**src/imudr_pkg.sv**
```systemverilog
// package: shared types, constants and arithmetic helpers for the dead reckoning block
`timescale 1ns / 1ps

package imudr_pkg;

	typedef struct packed {
		logic signed [31:0] raw_accel_x;
		logic signed [31:0] raw_accel_y;
		logic signed [31:0] raw_accel_z;
		logic signed [31:0] quat_w;
		logic signed [31:0] quat_x;
		logic signed [31:0] quat_y;
		logic signed [31:0] quat_z;
		logic [15:0]        elapsed_ticks;
	} in_item_t;

	typedef struct packed {
		logic signed [31:0] world_accel_x;
		logic signed [31:0] world_accel_y;
		logic signed [31:0] world_accel_z;
		logic signed [47:0] velocity_x;
		logic signed [47:0] velocity_y;
		logic signed [47:0] velocity_z;
		logic signed [47:0] position_x;
		logic signed [47:0] position_y;
		logic signed [47:0] position_z;
	} out_item_t;

	// controller to datapath command
	typedef struct packed {
		logic       load;
		logic       seed;
		logic       run;
		logic       acc;
		logic       publish;
		logic [5:0] step;
	} cmd_t;

	// register indexes
	localparam logic [1:0] REG_OFFSET_X    = 2'd0;
	localparam logic [1:0] REG_OFFSET_Y    = 2'd1;
	localparam logic [1:0] REG_OFFSET_Z    = 2'd2;
	localparam logic [1:0] REG_TICK_PERIOD = 2'd3;

	// filter coefficients, Q2.30
	localparam logic signed [32:0] COEF_A = 33'sd2071735500;
	localparam logic signed [32:0] COEF_B = -33'sd1000494913;
	localparam logic signed [32:0] COEF_C = 33'sd2501237;

	localparam logic signed [66:0] GRAVITY_Q16 = 67'sd642689;
	localparam logic [31:0] TICK_PERIOD_RESET = 32'd4294967;
	localparam logic [31:0] DT_LONG_FALLBACK  = 32'd4294967;
	localparam logic [31:0] DT_ZERO_FALLBACK  = 32'd4295;
	localparam logic [47:0] DT_MAX            = 48'd429496729;

	// micro-step map of the sequencer
	localparam logic [5:0] ST_FILT  = 6'd0;
	localparam logic [5:0] ST_PROD  = 6'd9;
	localparam logic [5:0] ST_ROT   = 6'd19;
	localparam logic [5:0] ST_WORLD = 6'd20;
	localparam logic [5:0] ST_DT    = 6'd29;
	localparam logic [5:0] ST_VEL   = 6'd30;
	localparam logic [5:0] ST_POS   = 6'd33;
	localparam logic [5:0] ST_LAST  = 6'd38;

	// round half away from zero of v / 2^sh
	function automatic logic signed [66:0] rdiv(input logic signed [66:0] v, input int sh);
		logic [66:0] m;
		m = v[66] ? 67'(-v) : 67'(v);
		m = (m + (67'd1 << (sh - 1))) >> sh;
		return v[66] ? -$signed(m) : $signed(m);
	endfunction

	function automatic logic signed [31:0] sat32(input logic signed [66:0] v);
		if (v > 67'sd2147483647)
			return 32'sh7fffffff;
		else if (v < -67'sd2147483648)
			return 32'sh80000000;
		else
			return v[31:0];
	endfunction

	function automatic logic signed [47:0] sat48(input logic signed [66:0] v);
		if (v > 67'sd140737488355327)
			return 48'sh7fffffffffff;
		else if (v < -67'sd140737488355328)
			return 48'sh800000000000;
		else
			return v[47:0];
	endfunction

	// value below nine split into {v / 3, v % 3}
	function automatic logic [3:0] split3(input logic [3:0] v);
		if (v >= 4'd6)
			return {2'd2, 2'(v - 4'd6)};
		else if (v >= 4'd3)
			return {2'd1, 2'(v - 4'd3)};
		else
			return {2'd0, v[1:0]};
	endfunction

	// quaternion product index to {i, j}
	function automatic logic [3:0] pair(input logic [3:0] k);
		unique case (k)
			4'd0: return {2'd0, 2'd0};
			4'd1: return {2'd1, 2'd1};
			4'd2: return {2'd2, 2'd2};
			4'd3: return {2'd3, 2'd3};
			4'd4: return {2'd0, 2'd1};
			4'd5: return {2'd0, 2'd2};
			4'd6: return {2'd0, 2'd3};
			4'd7: return {2'd1, 2'd2};
			4'd8: return {2'd1, 2'd3};
			4'd9: return {2'd2, 2'd3};
			default: return 4'd0;
		endcase
	endfunction

endpackage

```
**src/imudr_ctrl.sv**
```systemverilog
// controller: sequences load, filter seeding, micro-steps and result hand-off
`timescale 1ns / 1ps

module imudr_ctrl (
	input  logic              clk,
	input  logic              arst_n,
	input  logic              in_valid,
	output logic              in_ready,
	input  logic              out_ready,
	output logic              out_valid,
	output imudr_pkg::cmd_t   cmd
);

	localparam logic [1:0] S_IDLE   = 2'd0;
	localparam logic [1:0] S_SEED   = 2'd1;
	localparam logic [1:0] S_RUN    = 2'd2;
	localparam logic [1:0] S_FINISH = 2'd3;

	logic [1:0] state_q;
	logic [5:0] step_q;
	logic       phase_q;
	logic       out_valid_q;

	always_comb begin
		cmd         = '0;
		cmd.step    = step_q;
		cmd.acc     = phase_q;
		cmd.run     = (state_q == S_RUN);
		cmd.load    = (state_q == S_IDLE) && in_valid;
		cmd.seed    = (state_q == S_SEED);
		cmd.publish = (state_q == S_FINISH) && (!out_valid_q || out_ready);
	end

	assign in_ready  = (state_q == S_IDLE);
	assign out_valid = out_valid_q;

	always_ff @(posedge clk or negedge arst_n) begin
		if (!arst_n) begin
			state_q     <= S_IDLE;
			step_q      <= '0;
			phase_q     <= 1'b0;
			out_valid_q <= 1'b0;
		end else begin
			unique case (state_q)
				S_IDLE: begin
					if (in_valid)
						state_q <= S_SEED;
				end
				S_SEED: begin
					state_q <= S_RUN;
					step_q  <= imudr_pkg::ST_FILT;
					phase_q <= 1'b0;
				end
				S_RUN: begin
					phase_q <= !phase_q;
					if (phase_q) begin
						if (step_q == imudr_pkg::ST_LAST)
							state_q <= S_FINISH;
						else
							step_q <= step_q + 6'd1;
					end
				end
				S_FINISH: begin
					if (cmd.publish)
						state_q <= S_IDLE;
				end
				default: state_q <= S_IDLE;
			endcase

			if (cmd.publish)
				out_valid_q <= 1'b1;
			else if (out_ready)
				out_valid_q <= 1'b0;
		end
	end

endmodule

```
**config.mk**
```make
export PLATFORM = sky130hd
export DESIGN_NAME = imudr_ctrl
export DESIGN_NICKNAME = d
export VERILOG_FILES = /design/src/imudr_pkg.sv /design/src/imudr_ctrl.sv
export SDC_FILE = /design/constraint.sdc
export NUM_CORES = 1
export LEC_CHECK = 0
export ABC_AREA = 1
export BUFFER_PORTS_ARGS = -buffer_cell sky130_fd_sc_hd__buf_2
export CAP_MARGIN = 15
export CORE_MARGIN = 2
export CORE_UTILIZATION = 50
export CTS_CLUSTER_SIZE = 40
export DETAILED_ROUTE_END_ITERATION = 6
export PLACE_DENSITY = 0.75
export SETUP_SLACK_MARGIN = 0.15
export SYNTH_ARGS = -nofsm -noshare
export SYNTH_HDL_FRONTEND = slang
export SYNTH_SLANG_ARGS = --single-unit
```
**constraint.sdc**
```tcl
create_clock -name clk -period 2.2 [get_ports clk]
set_clock_uncertainty 0.15 [all_clocks]
set_input_delay 0.33 -clock clk [delete_from_list [all_inputs] [get_ports clk]]
set_output_delay 0.33 -clock clk [all_outputs]
set_load 0.05 [all_outputs]
```
==> results.py <==
metrics = {
    "layout": {
        "area_growth_syn_to_layout_pct": 19.9,
        "nNetsFinal": 121,
        "post-route-util_pct": 63.8,
        "fill_cells": 128,
        "antenna_cells": 0,
        "layout-drive-gt1-share_pct": 29.4,
    },
    "power": {
        "combPwrFrac_pct": 60.0,
        "vdd_drop_max_mv": 0.896,
        "finalPower_w": 0.00115,
        "pwr-share-seq_pct": 25.4,
        "switchingPower_w": 0.000630,
        "p_leak_nw": 0.469,
        "power.density_nw_per_um2": 1390,
        "pwr-share-clk_pct": 14.6,
        "switching_share_pct": 54.6,
        "p_int_w": 0.000523,
    },
    "global_route": {
        "grt_use_total_pct": 21.9,
        "grt_max_degree": 11,
        "grt_pass1_vias": 552,
        "grt_pass1_wl_mm": 2.34,
        "antenna_found_initial": 0,
        "grt_overflow": 0,
    },
    "routing": {
        "drc_errors": 0,
        "firstDrtPassIters": 4,
        "wire_per_inst_um": 10.8,
        "viasPerCell": 5.02,
        "ant_nets": 0,
        "vias": 623,
        "drt-initial-drc-count": 7,
        "wirelength_mm": 1.34,
    },
    "min_path": {
        "holdCritPathClass": "input pin to flop",
        "min_path_cells": 4,
        "worstHoldStart": "out_ready",
        "hold_end": "out_valid$_DFFE_PN0P_",
    },
    "synthesis": {
        "synth.most_common_cell": "nand2_1",
        "synth_area_um2": 693,
        "synth_area_leaders": "dfrtp_1 (36%), nand2_1 (14%), ha_1 (13%), nand3_1 (6.5%), inv_1 (5.4%)",
        "synthCells": 89,
        "synth_seq_cells": 10,
        "synth_top_area_share_pct": 36.1,
        "yosysUniqueCellTypes": 19,
        "yosysWarnings": 0,
        "synth_common_cells": "nand2_1 (25), dfrtp_1 (10), inv_1 (10), nand3_1 (9), nor2_1 (8)",
        "synth-edff-count": 0,
        "synth_nets": 100,
        "synth_top_cell_by_area": "dfrtp_1",
        "syn_area_per_cell_um2": 7.79,
        "synth-seq-area-share_pct": 36.1,
        "ys.flop_type": "dfrtp_1",
        "async_flop_share_pct": 100,
    },
    "floorplan": {
        "dieArea_um2": 1700,
        "rows": 13,
        "start_util_pct": 53.3,
        "die_x_um": 41.2,
        "io_pins": 17,
        "core-area_um2": 1300,
        "die_h_um": 41.2,
    },
    "outcome": {
        "status": "complete, no violations",
    },
    "clock_network": {
        "post_cts_buffers": 0,
        "cts_tree": "built",
        "clk_latency_ns": 0.27,
        "cts_buffers": 3,
        "cts_buffer_depth": 2,
        "post_cts_resized": 0,
        "cts_sinks": 10,
        "clkSlewWorstSetupHoldPaths_ns": 0.07,
        "clk_root_buffer_cell": "clkbuf_4",
        "cts-htree-levels": 1,
    },
    "critical_path": {
        "crit_type": "flop to output pin",
        "cp.arrival_ns": 1.45,
        "crit_family": "buffers and inverters",
        "required_ns": 1.72,
        "r2r_start": "state_q[0]$_DFFE_PN0P_",
        "rr_worst_depth": 8,
        "critPathBufInv": 2,
        "cp-start-kind": "flop",
        "critPathSlowestCell": "dfrtp_1",
        "r2r_end": "state_q[1]$_DFFE_PN0P_",
        "crit_chain": "inv_1 > ha_1 > buf_2",
        "slowest_delay_ns": 0.41,
        "cp-end-kind": "output pin",
        "r2r_setup_slack_ns": 0.56,
        "cp_max_fo": 7,
    },
    "sta": {
        "finalSetupViolCount": 0,
        "finalCriticalPeriod_ns": 1.93,
        "finalHoldViolCount": 0,
        "rsz0062_at_grt": "false",
        "tightestPinTransition_ns": 0.286,
        "drv_slew": 0,
        "holdWs_ns": 0.169,
        "slew_headroom_pct": 81.0,
        "setup_tns_ns": 0,
        "min_period_over_period_pct": 87.7,
        "fmaxAchievable_mhz": 518,
    },
    "placement": {
        "numPortBuffers": 16,
        "dpl.hpwl_mm": 1.04,
        "routabilityCongestion": 0.743,
    },
    "job": {
        "maxCapViolCount": 0,
    },
}
[area by class of cell]
type                    instances  area [µm²]  area share (%)
clock buffers                   4        36.3            4.37
inverters                      12        45.0            5.42
multi-input cells              66         390            47.0
flip-flops and latches         10         250            30.1
well taps                      15        18.8            2.26
repair buffers                 17        90.1            10.8
[metrics by stage]
stage | cells | setup WS, ns | cell area (µm²)
after floorplan | 89 | 0.298 | 693
after global placement | 119 | 0.595 | 785
after detailed placement | 119 | 0.559 | 785
after CTS | 124 | 0.266 | 831
after global routing | 124 | 0.157 | 831
final | 124 | 0.271 | 831
[cell usage in the layout (no fill, tap or decap)]
cell	n
clkbuf_4	3
inv_2	2
nand3_4	1
inv_1	10
dfrtp_1	10
nand2_2	1
nor2_1	8
buf_2	16
nand2_4	1
o21bai_2	1
mux2_2	1
nand2_1	25
or2_2	1
ha_1	7
nor3b_1	1
nor2_2	2
nand3_2	2
nand3_1	9
dlygate4sd3_1	1
clkbuf_8	1
o21ai_0	4
a21oi_1	2
[worst max path at each step]
stage / end / cells past startpoint / startpoint / slack, ns
after floorplan: cmd[6] / 1 / out_valid$_DFFE_PN0P_ / 0.30
after CTS: cmd[8] / 3 / state_q[0]$_DFFE_PN0P_ / 0.27
final: cmd[8] / 3 / state_q[0]$_DFFE_PN0P_ / 0.27
after detailed placement: cmd[8] / 3 / state_q[0]$_DFFE_PN0P_ / 0.56
after global routing: cmd[8] / 3 / state_q[0]$_DFFE_PN0P_ / 0.16
after global placement: cmd[8] / 3 / state_q[0]$_DFFE_PN0P_ / 0.59
[cells by family (layout without fill, tap and decap cells)]
family / count (synthesis) / in the layout / synth area share, %
mux: 1 / 1 / 1.62
flops: 10 / 10 / 36.1
simple gates: 51 / 51 / 36.1
compound gates: 7 / 7 / 5.96
fa+ha+maj: 7 / 7 / 12.6
buf+inv: 13 / 33 / 7.58
[sequential cells by signal, summed over array words and instances, names as in the netlist]
name / flops
out_valid: 1
phase_q: 1
state_q: 2
step_q: 6
[worst min-delay path, stage by stage]
cell	delay [ns]
buf_2	0.08
inv_1	0.04
nand2_1	0.06
nand2_1	0.05
[timing repair]
item	in CTS	in global routing
endpoints found under the hold margin	10	0
hold buffers	1	0
endpoints found under the setup margin	0	0
[power groups by stage]
stage / Combinational [W] / Clock [W] / Sequential [W]
after floorplan: 0.000498 / 0 / 0.000365
after global placement: 0.000686 / 0 / 0.000292
after detailed placement: 0.000692 / 0 / 0.000297
after CTS: 0.000695 / 0.000170 / 0.000293
after global routing: 0.000771 / 0.000181 / 0.000304
final: 0.000692 / 0.000168 / 0.000292
[layer usage]
layer	routed length [µm]	vias up	track usage, %	share of wire [%]
met5	0	-	0	0
met4	16	0	7.26	1.2
met3	51	2	6.52	3.8
met2	728	12	37.5	54
met1	542	287	25.9	41
li1	-	322	-	-
(Power assumes the default switching activity.)
